[config.mk]
export PLATFORM = sky130hd
export DESIGN_NAME = ueid_cell
export DESIGN_NICKNAME = d
export VERILOG_FILES = /design/src/ueid_pkg.sv /design/src/ueid_cell.sv
export SDC_FILE = /design/constraint.sdc
export NUM_CORES = 1
export LEC_CHECK = 0
export BUFFER_PORTS_ARGS = -buffer_cell sky130_fd_sc_hd__buf_2
export CAP_MARGIN = 20
export CORE_UTILIZATION = 30
export CTS_CLUSTER_SIZE = 28
export DETAILED_ROUTE_END_ITERATION = 7
export SYNTH_ARGS = -nofsm -noshare
export SYNTH_HDL_FRONTEND = slang
export SYNTH_SLANG_ARGS = --single-unit
[constraint.sdc]
create_clock -name clk -period 2.3 [get_ports clk]
set_input_delay 0.23 -clock clk [delete_from_list [all_inputs] [get_ports clk]]
set_output_delay 0.23 -clock clk [all_outputs]
set_load 0.03 [all_outputs]
[src/ueid_pkg.sv]
package ueid_pkg;

  localparam int VW    = 24;  // vertex number width
  localparam int NUM_W = 11;  // edge number field width
  localparam int CAP_W = 11;  // capacity register width

  localparam logic [CAP_W-1:0] CAP_RESET = 11'd1024;

  typedef enum logic [1:0] {
    ST_NEW     = 2'd0,
    ST_PRESENT = 2'd1,
    ST_FULL    = 2'd2,
    ST_ABSENT  = 2'd3
  } status_t;

  typedef enum logic [1:0] {
    S_IDLE,
    S_SCAN,
    S_HOLD
  } state_t;

  // Ordered pair under search, broadcast to every cell.
  typedef struct packed {
    logic [VW-1:0] lo;
    logic [VW-1:0] hi;
    logic          ins;  // append at the fill point if no cell matches
  } query_t;

  // Search token handed from cell to cell.
  typedef struct packed {
    logic active;
    logic hit;
  } tok_t;

endpackage

[src/ueid_cell.sv]
module ueid_cell #(
  parameter int IDX = 0,
  parameter int CW  = 11
) (
  input  logic             clk,
  input  logic             rst_n,
  input  ueid_pkg::query_t query,
  input  logic [CW-1:0]    cnt,
  input  ueid_pkg::tok_t   tok_i,
  input  logic [CW-1:0]    num_i,
  output ueid_pkg::tok_t   tok_o,
  output logic [CW-1:0]    num_o
);

  logic [ueid_pkg::VW-1:0] lo_r;
  logic [ueid_pkg::VW-1:0] hi_r;
  ueid_pkg::tok_t          tok_r;
  ueid_pkg::tok_t          tok_nxt;
  logic [CW-1:0]           num_r;
  logic [CW-1:0]           num_nxt;
  logic                    used;
  logic                    match;
  logic                    first_hit;
  logic                    wr;

  assign used      = CW'(IDX) < cnt;
  assign match     = used && (lo_r == query.lo) && (hi_r == query.hi);
  assign first_hit = tok_i.active && !tok_i.hit && match;
  // All filled cells lie ahead of the fill point, so the search is complete here.
  assign wr        = tok_i.active && !tok_i.hit && query.ins && (cnt == CW'(IDX));

  always_comb begin
    tok_nxt.active = tok_i.active;
    tok_nxt.hit    = tok_i.hit || first_hit;
    num_nxt        = first_hit ? CW'(IDX + 1) : num_i;
  end

  always_ff @(posedge clk) begin
    if (!rst_n) begin
      tok_r <= '0;
    end else begin
      tok_r <= tok_nxt;
    end
  end

  always_ff @(posedge clk) begin
    num_r <= num_nxt;
    if (wr) begin
      lo_r <= query.lo;
      hi_r <= query.hi;
    end
  end

  assign tok_o = tok_r;
  assign num_o = num_r;

endmodule

==> flow_summary.toml, run 1 <==
[min_path]
hp-class = "in -> reg"
min_to = "num_o[0]$_SDFF_PP1_"
min_from = "num_i[0]"
holdPathStages = 2

[finish]
synthToLayoutAreaGrowth_pct = 28.9
multi_input_area_sq_um = 963
antennaDiodeCount = 0
regArea_sq_um = 1700
fillers = 857
fin_util = 0.400
fin_nets = 379
drive_above_1_share = 0.372

[timing]
whs_ps = 60.9
max_freq_ghz = 0.533
fin_crit_sh = 0.815
fin_ws_ps = 425
setup_tns_ps = 0
period_minus_slack_ps = 1880
final_hold_viol_count = 0
finalSetupViolations = 0
worst_slew_pin_slew_ps = 441
slew_headroom = 0.706
maxSlewViolCount = 0
fin_skew_ps = 6.40
rsz0062_at_grt = "false"

[yosys]
synthTopCellsByCount = "edfxtp_1 (48), nand2b_1 (39), xnor2_1 (21)"
synth_most_common_cell = "edfxtp_1"
synth.area.mux_share = 0
syn_inst = 205
yosys.area_share.adder = 0
async_flop_share = 0
synthTopCellsByArea = "edfxtp_1 (53%), dfxtp_1 (9.6%), nand2b_1 (9.0%), xnor2_1 (6.8%), nand4_1 (4.6%)"
synth_area_per_cell_sq_um = 13.2
ys_warn_count = 0
synth-main-ff-cell = "edfxtp_1"
synth_top_area_frac = 0.533
synth_cell_types = 26
syn_area_sq_um = 2710
ys_seq_area_frac = 0.629
synth-compound-area-share = 0.0601
synth_fp_nets = 280
synth_top_family_by_area = "simple AND/OR/NAND/NOR gates"
synth_xor_xnor_area_share = 0.0920
synthSimpleGateAreaFrac = 0.204
yosysTopAreaCell = "edfxtp_1"
synth-seq-cells = 61
synth_edf_count = 48

[routing]
ant_nets = 0
viasPerCell = 4.66
drtIter0Drc = 82
drcViolationCount = 0
avgRoutedWirePerCell_microns = 14.6
routed_wl_microns = 6090
vias = 1943
drt-pass1-iter-count = 4

[setup_path]
reg2reg_from = "lo_r[20]$_DFFE_PP_"
cp.arrival_ps = 2080
critPathMaxFanout = 11
setup.worst_path.class = "reg -> reg"
startpoint = "lo_r[20]$_DFFE_PP_"
r2r_end = "num_o[2]$_SDFF_PP0_"
cp-end-kind = "flip-flop"
reg2regPathDepth = 6
critPathLaunchType = "flip-flop"
r2r_slack_ps = 420
required_ps = 2510

[floorplan]
io_pins = 88
fp.dieH_microns = 97.0
die_area_sq_um = 9400
core_area_sq_um = 8720
die_x_microns = 97.0
rows = 34
initial_core_util = 0.310

[clock_tree]
worst_skew_pair.late_latency_ps = 340
numCtsBuffers = 9
cts_setup_buffers = 0
cts_tree = "yes"
ctsHoldBuffers = 0
clockBufferDepth = 2
ctsRootBufferMaster = "clkbuf_8"
htreeDepth = 3
clkTransAtPathRegs_ps = 70
cts_sinks = 61
cts_resized = 0

[global_route]
antenna_found_initial = 0
groute.usage.overall = 0.139
grt_max_degree = 27
grt_pass1_wl_microns = 9940
grt_overflow = 0
grt_pass1_vias = 2026

[pwr]
power.total_w = 0.00232
power.density_nw_per_um2 = 665
p_leak_nw = 1.33
vdd_drop_max_mv = 0.375

[place]
portBuffers = 87
gp_congestion = 0.764
post-place-ws_ps = 396
dp_hpwl_microns = 4810

[status]
outcome = "finished clean"

[flow_run]
maxCapViolations = 0
==> kinds of logic (layout without fill, tap and decap cells) <==
family,Yosys count,in the layout
flip-flops,61,61
AND/OR/NAND/NOR,90,90
AO/OA/AOI/OAI,20,20
XOR/XNOR,25,25
buffers and inverters,9,113
==> critical path: stages (launching register included) <==
cell,delay [ps]
edfxtp_1,380
xnor2_1,270
nand4_1,130
or4_1,450
nor3b_2,230
buf_4,210
a21boi_1,80
==> flip-flops by register name, indices dropped and copies added, names as in the netlist <==
signal,cells
lo_r,24
num_o,11
tok_o,2
hi_r,24
==> how the worst max path moves through the flow <==
stage	to	slack, ps
finish	num_o[2]$_SDFF_PP0_	420
global route	num_o[1]$_SDFF_PP0_	300
CTS	num_o[2]$_SDFF_PP0_	380
detailed placement	num_o[2]$_SDFF_PP0_	400
global placement	num_o[1]$_SDFF_PP0_	370
floorplan	hi_r[0]$_DFFE_PP_	7
==> stage by stage <==
stage | cells | area (sq um)
3_3_place_gp | 401 | 3300
4_1_cts | 417 | 3490
2_1_floorplan | 205 | 2710
3_5_place_dp | 401 | 3300
6_report | 417 | 3490
5_1_grt | 417 | 3490
==> cell type report <==
cell class	count	share of cell area
Clock buffer	9	0.0355
Clock inverter	7	0.0190
Inverter	7	0.00753
Multi-Input combinational cell	135	0.276
Sequential cell	61	0.488
Tap cell	108	0.0388
Timing Repair Buffer	90	0.135
==> power breakdown <==
group | internal (W) | total, W | switching, W
combinational | 0.0000956 | 0.000201 | 0.000105
sequential | 0.00120 | 0.00120 | 0.00000304
clock | 0.000493 | 0.000917 | 0.000423
total | 0.00179 | 0.00232 | 0.000531
==> placed cells by master, fill, tap and decap left out, types with 2 or more instances in the layout <==
cell       synthesis  routed
xnor2_1           21      21
inv_1              7       7
dfxtp_1           13      13
clkbuf_8           0       9
nand2_1            4       4
buf_4              0       2
nor3_1             3       3
xnor2_2            4       4
or2b_1             2       2
nand2b_1          39      39
o2111ai_1          8       8
buf_2              0      87
edfxtp_1          48      48
nor4_1             8       8
nand4_1           20      20
a21boi_1           9       9
and3_2             1       2
nand3_1            6       6
clkinv_2           0       4
==> layer usage <==
metal  vias up  wire [microns]  global-route usage
li1        965               -                   -
met1       901            2850               0.175
met2        68            2740               0.207
met3         9             411              0.0592
met4         0              88              0.0620
met5         -               0                   0
Note: power is estimated with default switching activity, not from simulation.
==> inputs of run 2 (changes only) <==
clock period = 1.9 ns   (was 2.3 ns; I/O delays follow)
==> run 2 against run 1 <==
Routed wire length increased by 1.4%. Via count increased by 2.4%. Register-to-register slack got worse by 360 ps. Critical path type unchanged. Final area increased by 2.7%. Sequential share of layout area decreased by 1.3 points. Utilization increased by 1.1 points. Largest power group unchanged. Hold slack got worse by 38 ps. Highest routed layer unchanged. Die area unchanged. Critical endpoint is now num_o[5]$_SDFF_PP0_.
==> flow_summary.toml, run 2 (same netlist as run 1, synthesis figures left out) <==
[setup_path]
r2r_slack_ps = 70
crit_path_cell_trace = "xnor2_2, nand4_1, or4_4, nor3b_4, buf_6, a21boi_1"
r2r_end = "num_o[5]$_SDFF_PP0_"
setup.worst_path.class = "reg -> reg"
cp_slowest_cell = "or4_4"
critPathLaunchType = "flip-flop"
reg2regPathDepth = 6
crit_end = "num_o[5]$_SDFF_PP0_"
cp.arrival_ps = 2070
cpPeakStageDelay_ps = 510
cp-end-kind = "flip-flop"
reg2reg_from = "lo_r[20]$_DFFE_PP_"
startpoint = "lo_r[20]$_DFFE_PP_"
critPathMaxFanout = 6
required_ps = 2140

[floorplan]
fp.dieH_microns = 97.0
rows = 34
io_pins = 88
die_x_microns = 97.0
die_area_sq_um = 9400
core_area_sq_um = 8720
initial_core_util = 0.310

[routing]
routed_wl_microns = 6170
drtIter0Drc = 62
vias = 1989
avgRoutedWirePerCell_microns = 14.6
drcViolationCount = 0
ant_nets = 0
drt-pass1-iter-count = 4
viasPerCell = 4.71

[finish]
synthToLayoutAreaGrowth_pct = 32.3
fin_nets = 384
drive_above_1_share = 0.392
antennaDiodeCount = 0
final_cell_area_sq_um = 3580
fillers = 833
final_common_cell = "buf_2"
most-common-layout-cells = "buf_2 (87), edfxtp_1 (48), nand2b_1 (39), nand4_1 (20), xnor2_1 (18)"

[timing]
finalSetupViolations = 0
fin_skew_ps = 10.6
worst_slew_pin_slew_ps = 382
maxSlewViolCount = 0
slew_headroom = 0.743
max_freq_ghz = 0.545
final_hold_viol_count = 0
fin_crit_sh = 0.965
period_minus_slack_ps = 1830
rsz0062_at_grt = "true"
whs_ps = 22.6

[status]
outcome = "finished clean"

[global_route]
grt_pass1_vias = 2041
grt_max_degree = 32
grt_pass1_wl_microns = 9930
grt_overflow = 0
groute.usage.overall = 0.140
antenna_found_initial = 0

[place]
place_area_sq_um = 3320
gp_congestion = 0.746
dp_hpwl_microns = 4840
portBuffers = 87

[flow_run]
maxCapViolations = 0

[pwr]
power_frac_comb = 0.091
power.total_w = 0.00275
vdd_drop_max_mv = 0.467
power_frac_seq = 0.528
power.density_nw_per_um2 = 769
p_leak_nw = 1.39
power_frac_clock = 0.381
switchingPower_w = 0.000635
internal_power_w = 0.00212
sw_frac_of_total = 0.231

[clock_tree]
htreeDepth = 3
clkTransAtPathRegs_ps = 70
clockBufferDepth = 2
ctsRootBufferMaster = "clkbuf_8"
cts_sinks = 61
cts_tree = "yes"
numCtsBuffers = 9
worst_skew_pair.late_latency_ps = 350
ctsHoldBuffers = 0

[min_path]
hp-class = "in -> reg"
==> run 2: changes by cell type in the layout (fill, tap and decap cells not counted), sizes merged <==
cell,change
clkinvlp,-1
bufinv,-1
inv,+1
clkbuf,+3
clkinv,-2
buf,+5
==> run 2: repair_timing <==
action	CTS	global route
setup buffers	0	2
setup endpoints to repair	0	11
gates resized for setup	0	10
==> run 2: cell type report <==
cell class	instances	area, sq um	share of cell area
Clock buffer	12	156	0.0437
Inverter	7	26.3	0.00734
Sequential cell	61	1700	0.475
Multi-Input combinational cell	135	1010	0.282
Clock inverter	4	21.3	0.00594
Timing Repair Buffer	95	528	0.148
Tap cell	108	135	0.0377
==> run 2: how the worst min path moves through the flow <==
stage / from / end / slack (ps) / cells after the start
6_report: num_i[0] / num_o[0]$_SDFF_PP1_ / 20 / 2
3_5_place_dp: num_i[0] / num_o[0]$_SDFF_PP1_ / 390 / 2
4_1_cts: num_i[0] / num_o[0]$_SDFF_PP1_ / 10 / 2
3_3_place_gp: num_i[0] / num_o[0]$_SDFF_PP1_ / 370 / 2
5_1_grt: num_i[0] / num_o[0]$_SDFF_PP1_ / 10 / 2
2_1_floorplan: num_i[0] / num_o[0]$_SDFF_PP1_ / 280 / 1
==> run 2: power by group through the flow <==
stage                     registers, W  logic [W]  clock network (W)
after floorplan                0.00151  0.0000803                  0
after global placement         0.00148   0.000240                  0
after detailed placement       0.00148   0.000246                  0
after CTS                      0.00145   0.000247            0.00107
after global routing           0.00145   0.000275            0.00113
final                          0.00145   0.000251            0.00105
==> run 2: worst max-delay path: cells and delay by family, from the launching register on <==
| family | cells | cell delay (ps) |
|---|---|---|
| compound gates | 1 | 60 |
| xor+xnor | 1 | 190 |
| buf+inv | 1 | 160 |
| flops | 1 | 410 |
| simple gates | 3 | 910 |
==> run 2: routing by layer <==
layer  share of wire  wire [microns]  track usage
met1            0.45            2790        0.177
met2            0.46            2820        0.206
met3           0.072             442       0.0527
met4           0.020             125       0.0712
met5               0               0            0
==> run 2: per-stage QoR <==
stage                util  std cells  setup slack [ps]  TNS, ps
global route        0.410        422             -21.0    -90.8
global placement    0.381        403              61.7        0
detailed placement  0.381        403              49.8        0
finish              0.410        422              65.8        0
floorplan               -        205               163        0
CTS                 0.402        419              39.2        0
