**src/ueid_pkg.sv**
```systemverilog
package ueid_pkg;

  localparam int VW    = 24;  // vertex number width
  localparam int NUM_W = 11;  // edge number field width
  localparam int CAP_W = 11;  // capacity register width

  localparam logic [CAP_W-1:0] CAP_RESET = 11'd1024;

  typedef enum logic [1:0] {
    ST_NEW     = 2'd0,
    ST_PRESENT = 2'd1,
    ST_FULL    = 2'd2,
    ST_ABSENT  = 2'd3
  } status_t;

  typedef enum logic [1:0] {
    S_IDLE,
    S_SCAN,
    S_HOLD
  } state_t;

  // Ordered pair under search, broadcast to every cell.
  typedef struct packed {
    logic [VW-1:0] lo;
    logic [VW-1:0] hi;
    logic          ins;  // append at the fill point if no cell matches
  } query_t;

  // Search token handed from cell to cell.
  typedef struct packed {
    logic active;
    logic hit;
  } tok_t;

endpackage

```
**src/ueid_in_if.sv**
```systemverilog
interface ueid_in_if;
  logic                    valid;
  logic                    ready;
  logic                    func;
  logic [ueid_pkg::VW-1:0] vertex_a;
  logic [ueid_pkg::VW-1:0] vertex_b;

  modport source (output valid, func, vertex_a, vertex_b, input ready);
  modport sink (input valid, func, vertex_a, vertex_b, output ready);
endinterface

```
**src/ueid_out_if.sv**
```systemverilog
interface ueid_out_if;
  logic                       valid;
  logic                       ready;
  logic [ueid_pkg::NUM_W-1:0] edge_number;
  logic                       reversed;
  logic [1:0]                 status;

  modport source (output valid, edge_number, reversed, status, input ready);
  modport sink (input valid, edge_number, reversed, status, output ready);
endinterface

```
**src/ueid_ctrl.sv**
```systemverilog
module ueid_ctrl #(
  parameter int EDGES_MAX = 1024,
  parameter int CW        = 11
) (
  input  logic                          clk,
  input  logic                          rst_n,
  ueid_in_if.sink                       in_if,
  ueid_out_if.source                    out_if,
  input  logic                          cfg_we,
  input  logic [ueid_pkg::CAP_W-1:0]    cfg_wdata,
  output ueid_pkg::query_t              query,
  output logic                          start,
  output logic [CW-1:0]                 cnt,
  input  ueid_pkg::tok_t                tail_tok,
  input  logic [CW-1:0]                 tail_num
);

  localparam int LW = (CW > ueid_pkg::CAP_W) ? CW : ueid_pkg::CAP_W;
  localparam int WW = (CW > ueid_pkg::NUM_W) ? CW : ueid_pkg::NUM_W;

  ueid_pkg::state_t             state_r, state_nxt;
  logic [ueid_pkg::CAP_W-1:0]   cap_r;
  logic [CW-1:0]                cnt_r, cnt_nxt;
  logic [ueid_pkg::VW-1:0]      lo_r, hi_r;
  logic                         ins_r, func_r, rev_r;
  logic                         start_r, start_nxt;
  logic [CW-1:0]                res_num_r, res_num_nxt;
  ueid_pkg::status_t            res_st_r, res_st_nxt;
  logic                         out_valid_r, out_valid_nxt;
  logic [ueid_pkg::NUM_W-1:0]   out_num_r;
  logic                         out_rev_r;
  ueid_pkg::status_t            out_st_r;
  logic                         in_fire;
  logic                         load;
  logic                         rev_in;
  logic                         room;
  logic [WW-1:0]                num_wide;

  assign rev_in = in_if.vertex_a > in_if.vertex_b;
  assign room   = (LW'(cnt_r) < LW'(cap_r)) && (cnt_r < CW'(EDGES_MAX));

  always_comb begin
    state_nxt     = state_r;
    cnt_nxt       = cnt_r;
    start_nxt     = 1'b0;
    res_num_nxt   = res_num_r;
    res_st_nxt    = res_st_r;
    load          = 1'b0;
    in_fire       = 1'b0;
    in_if.ready   = 1'b0;
    out_valid_nxt = out_valid_r && !out_if.ready;
    case (state_r)
      ueid_pkg::S_IDLE: begin
        in_if.ready = 1'b1;
        if (in_if.valid) begin
          in_fire   = 1'b1;
          start_nxt = 1'b1;
          state_nxt = ueid_pkg::S_SCAN;
        end
      end
      ueid_pkg::S_SCAN: begin
        if (tail_tok.active) begin
          state_nxt = ueid_pkg::S_HOLD;
          if (tail_tok.hit) begin
            res_num_nxt = tail_num;
            res_st_nxt  = ueid_pkg::ST_PRESENT;
          end else if (func_r) begin
            res_num_nxt = '0;
            res_st_nxt  = ueid_pkg::ST_ABSENT;
          end else if (ins_r) begin
            cnt_nxt     = cnt_r + CW'(1);
            res_num_nxt = cnt_r + CW'(1);
            res_st_nxt  = ueid_pkg::ST_NEW;
          end else begin
            res_num_nxt = '0;
            res_st_nxt  = ueid_pkg::ST_FULL;
          end
        end
      end
      ueid_pkg::S_HOLD: begin
        // Wait for the output register to drain.
        if (!out_valid_r || out_if.ready) begin
          load          = 1'b1;
          out_valid_nxt = 1'b1;
          state_nxt     = ueid_pkg::S_IDLE;
        end
      end
      default: begin
        state_nxt = ueid_pkg::S_IDLE;
      end
    endcase
  end

  assign num_wide = WW'(res_num_r);

  always_ff @(posedge clk) begin
    if (!rst_n) begin
      state_r     <= ueid_pkg::S_IDLE;
      cap_r       <= ueid_pkg::CAP_RESET;
      cnt_r       <= '0;
      start_r     <= 1'b0;
      out_valid_r <= 1'b0;
    end else begin
      state_r     <= state_nxt;
      cnt_r       <= cnt_nxt;
      start_r     <= start_nxt;
      out_valid_r <= out_valid_nxt;
      if (cfg_we) begin
        cap_r <= cfg_wdata;
      end
    end
  end

  always_ff @(posedge clk) begin
    res_num_r <= res_num_nxt;
    res_st_r  <= res_st_nxt;
    if (in_fire) begin
      lo_r   <= rev_in ? in_if.vertex_b : in_if.vertex_a;
      hi_r   <= rev_in ? in_if.vertex_a : in_if.vertex_b;
      rev_r  <= rev_in;
      func_r <= in_if.func;
      ins_r  <= !in_if.func && room;
    end
    if (load) begin
      out_num_r <= num_wide[ueid_pkg::NUM_W-1:0];
      out_rev_r <= rev_r;
      out_st_r  <= res_st_r;
    end
  end

  assign query.lo  = lo_r;
  assign query.hi  = hi_r;
  assign query.ins = ins_r;
  assign start     = start_r;
  assign cnt       = cnt_r;

  assign out_if.valid       = out_valid_r;
  assign out_if.edge_number = out_num_r;
  assign out_if.reversed    = out_rev_r;
  assign out_if.status      = out_st_r;

endmodule

```
**src/flat_wrapper.sv**
```systemverilog
// flat-port wrapper written by rule: the top's interface ports become plain ports
module ueid_ctrl_flat 
#(
  parameter int EDGES_MAX = 1024,
  parameter int CW        = 11
)
  (clk, rst_n, cfg_we, cfg_wdata, query, start, cnt, tail_tok, tail_num, in_if_valid, in_if_func, in_if_vertex_a, in_if_vertex_b, in_if_ready, out_if_valid, out_if_edge_number, out_if_reversed, out_if_status, out_if_ready);
  ueid_in_if in_if_i ();
  ueid_out_if out_if_i ();
  input  logic clk;
  input  logic rst_n;
  input  logic cfg_we;
  input  logic [ueid_pkg::CAP_W-1:0] cfg_wdata;
  output ueid_pkg::query_t query;
  output logic start;
  output logic [CW-1:0] cnt;
  input  ueid_pkg::tok_t tail_tok;
  input  logic [CW-1:0] tail_num;
  input wire logic [$bits(in_if_i.valid)-1:0] in_if_valid;
  input wire logic [$bits(in_if_i.func)-1:0] in_if_func;
  input wire logic [$bits(in_if_i.vertex_a)-1:0] in_if_vertex_a;
  input wire logic [$bits(in_if_i.vertex_b)-1:0] in_if_vertex_b;
  output wire logic [$bits(in_if_i.ready)-1:0] in_if_ready;
  output wire logic [$bits(out_if_i.valid)-1:0] out_if_valid;
  output wire logic [$bits(out_if_i.edge_number)-1:0] out_if_edge_number;
  output wire logic [$bits(out_if_i.reversed)-1:0] out_if_reversed;
  output wire logic [$bits(out_if_i.status)-1:0] out_if_status;
  input wire logic [$bits(out_if_i.ready)-1:0] out_if_ready;
  assign in_if_i.valid = in_if_valid;
  assign in_if_i.func = in_if_func;
  assign in_if_i.vertex_a = in_if_vertex_a;
  assign in_if_i.vertex_b = in_if_vertex_b;
  assign in_if_ready = in_if_i.ready;
  assign out_if_valid = out_if_i.valid;
  assign out_if_edge_number = out_if_i.edge_number;
  assign out_if_reversed = out_if_i.reversed;
  assign out_if_status = out_if_i.status;
  assign out_if_i.ready = out_if_ready;
  ueid_ctrl #(.EDGES_MAX(EDGES_MAX), .CW(CW)) u_core (.clk(clk), .rst_n(rst_n), .in_if(in_if_i), .out_if(out_if_i), .cfg_we(cfg_we), .cfg_wdata(cfg_wdata), .query(query), .start(start), .cnt(cnt), .tail_tok(tail_tok), .tail_num(tail_num));
endmodule
```
**config.mk**
```make
export PLATFORM = sky130hd
export DESIGN_NAME = ueid_ctrl_flat
export DESIGN_NICKNAME = d
export VERILOG_FILES = /design/src/ueid_pkg.sv /design/src/ueid_in_if.sv /design/src/ueid_out_if.sv /design/src/ueid_ctrl.sv /design/src/flat_wrapper.sv
export SDC_FILE = /design/constraint.sdc
export NUM_CORES = 1
export LEC_CHECK = 0
export ABC_CLOCK_PERIOD_IN_PS = 3570
export BUFFER_PORTS_ARGS = -buffer_cell sky130_fd_sc_hd__buf_2
export CAP_MARGIN = 20
export CORE_UTILIZATION = 30
export DETAILED_ROUTE_END_ITERATION = 10
export GPL_TIMING_DRIVEN = 0
export PLACE_DENSITY = 0.49
export SYNTH_ARGS = -nofsm -noshare
export SYNTH_HDL_FRONTEND = slang
export SYNTH_SLANG_ARGS = --single-unit
```
**constraint.sdc**
```tcl
create_clock -name clk -period 3.57 [get_ports clk]
set_input_delay 0.1785 -clock clk [delete_from_list [all_inputs] [get_ports clk]]
set_output_delay 0.1785 -clock clk [all_outputs]
set_load 0.05 [all_outputs]
```
==> qor.csv <==
metric;value;unit
status;finished, final reports clean;
Buf/Inv on CP;4;
RSZ-0062 raised after global routing;no;
Slew Limit Fails;0;
# diodes;0;
Max transition margin;57.7;%
Yosys top cell by area;edfxtp_1;
Worst Hold Class;in2reg;
global route overflow;0;
R2R Path Start;u_core.cnt[0];
Sw Ratio;27.7;%
first-pass GRT wire length;18400;um
pwr/cell area;453;nW/um2
Final Cycle Share;68.8;%
max-cap viol count;0;
DRT Pass-1 Iters;4;
clk sinks;104;
worst skew pair latency;0.35;ns
leakage power;2.82;nW
Hold Vio Cnt, Final;0;
crit path launch type;input port;
delay-heaviest family, CP;simple AND/OR/NAND/NOR gates;
internal power;2.14;mW
top cell type's share of synthesized area;45.4;%
Routed WL;11500;um
Netlist cell types;40;
core box area;16700;um2
Port Buffers;154;
Die Ht;133;um
Setup CP Type;in2reg;
share of the yosys chip area belonging to registers;55.5;%
Avg Inst Size Synth;12.9;um2
most numerous cell in the Yosys netlist;edfxtp_1;
Clock Tree Root;clkbuf_16;
DR WL/cell;14.6;um
final hold slack;0.0344;ns
DRC viols;0;
Synthesized Nets;513;
synth cell count leaders;78 x edfxtp_1, 39 x inv_1, 35 x ha_1;
Setup-failing EPs final;0;
number of global-route vias before repair;3488;
busiest grt layer;met2;
GRT met2 Usage;20.8;%
peak supply drop;0.208;mV
critical-path cell list;buf_2, inv_1, ha_1, nand4_1, nor4_1, o31a_1, o21ai_4, inv_4, buf_6, mux2_4;
Post-Route Setup TNS;0;ns
vias;3522;
CP startpoint;in_if_vertex_b[23];
slowest CP cell;nor4_1;
All-Layer GR Usage;13.5;%
Slew @ Worst Pin;0.628;ns
Synth Flop Type;edfxtp_1;
worst min-delay path startpoint;in_if_func;
Design Power;2.96;mW
Placed Area;6250;um2
Crit. End Element;flip-flop;
worst endpoint required time;3.66;ns
Filler cells;1691;
maximum clock frequency;0.407;GHz
Net Sw Power;0.818;mW
synth warn;0;
fin area;6530;um2
CP peak stage delay;0.63;ns
# hold bufs at CTS;0;
fin util;39.1;%
CTS clk-pin slew, worst paths;0.06;ns
min Tclk post-route;2.46;ns
Post-CTS Resized;0;
H-tree Lvls;3;
cells after synthesis;400;
area added between synthesis and finish;26.5;%
1st-iter DRT viols;160;
Post-synth EDFFs;78;
global placement routability congestion;0.781;
largest cells by area after synthesis;edfxtp_1 45%, dfxtp_1 10%, ha_1 8.5%, mux2_2 6.3%, mux2_4 5.5%;
cts bufs inserted;9;
antenna viol nets, final;0;
Post-synth ARST share;0;%
Reg power frac;47.6;%
met1 Use GR;18.1;%
area occupied by multi-input gates;2080;um2
number of setup buffers added after CTS;0;
critical path arrival;2.55;ns
layout cells sized above 1;39.8;%
largest net degree at the start of global routing;29;
HPWL Detailed;9120;um
met3 Usage GRT;3.08;%
Clk pwr share;32.5;%
die width;133;um
Die Area;17700;um2
Synth Cell Area;5160;um2
CTS tree;built;
post-detailed-route via-to-cell ratio;4.45;
io pins;155;
combinational power share;19.9;%
clk buf depth;2;
Layout Nets;681;
clk_skew;0.00584;ns
antenna violations before repair;0;
Yosys reg bits;104;
row cnt;47;
Initial Util;30.9;%
Critical Path Fanout Max;10;
Reg area;2860;um2
==> layer usage <==
layer / share of wire [%] / vias to the layer above / routed length [um]
met1: 47 / 1634 / 5430
met3: 4.5 / 17 / 523
met2: 46 / 80 / 5270
met5: 0 / - / 0
met4: 2.6 / 0 / 297
li1: - / 1791 / -
==> cell type report <==
class,count,share of cell area [%]
tap,220,4.22
clock inverter,3,0.690
multi-input combinational,245,31.9
clock buffer,11,3.57
sequential,104,43.9
buffer,11,1.04
inverter,40,2.34
timing repair buffer,157,12.4
==> cells in the final DEF (no fill, tap or decap), types with 11 or more instances in the layout <==
| cell type | instances |
|---|---|
| nand2_1 | 19 |
| nor2b_1 | 16 |
| xnor2_1 | 11 |
| ha_1 | 35 |
| inv_1 | 39 |
| mux2i_1 | 12 |
| mux2_4 | 19 |
| nand3_1 | 11 |
| mux2_2 | 29 |
| a21oi_1 | 14 |
| buf_2 | 154 |
| o21ai_0 | 16 |
| dfxtp_1 | 26 |
| edfxtp_1 | 78 |
==> path summary, 6_finish.rpt <==
path / end / slack (ns) / cells after the start
max reg2reg: u_core.cnt[10] / 1.70 / 5
max: u_core.hi_r[21] / 1.11 / 10
min reg2reg: u_core.out_if.edge_number[2] / 0.42 / 0
min: u_core.func_r / 0.03 / 1
==> cells by family (layout without fill, tap and decap cells) <==
kind of cell	Yosys count	count (layout)	share of synthesized area (%)
flip-flops	104	104	55.5
AND/OR/NAND/NOR	84	84	8.73
multiplexers	60	60	14.2
buffers and inverters	51	222	4.27
AO/OA/AOI/OAI	50	50	6.11
adder cells (fa/ha/maj)	35	35	8.49
XOR/XNOR	16	16	2.72
==> per-stage QoR <==
| step | setup WS (ns) | std cells |
|---|---|---|
| after floorplan | 0.786 | 400 |
| after global placement | 0.242 | 774 |
| after detailed placement | 0.733 | 777 |
| after CTS | 1.11 | 791 |
| after global routing | 0.997 | 791 |
| final | 1.11 | 791 |
==> power groups by stage <==
stage	logic (mW)	registers [mW]	clock network, mW
2_1_floorplan	0.241	1.62	0
3_3_place_gp	0.583	1.44	0
3_5_place_dp	0.597	1.43	0
4_1_cts	0.598	1.41	0.992
5_1_grt	0.635	1.41	1.04
6_report	0.590	1.41	0.961
==> state kept, by name, indices dropped and copies added (netlist names), 11 cells and up <==
| register | count |
|---|---|
| u_core.cap_r | 11 |
| u_core.cnt | 11 |
| u_core.hi_r | 24 |
| u_core.lo_r | 24 |
| u_core.num_wide | 11 |
| u_core.out_if.edge_number | 11 |
No activity file was read; power rests on OpenSTA's default activity.
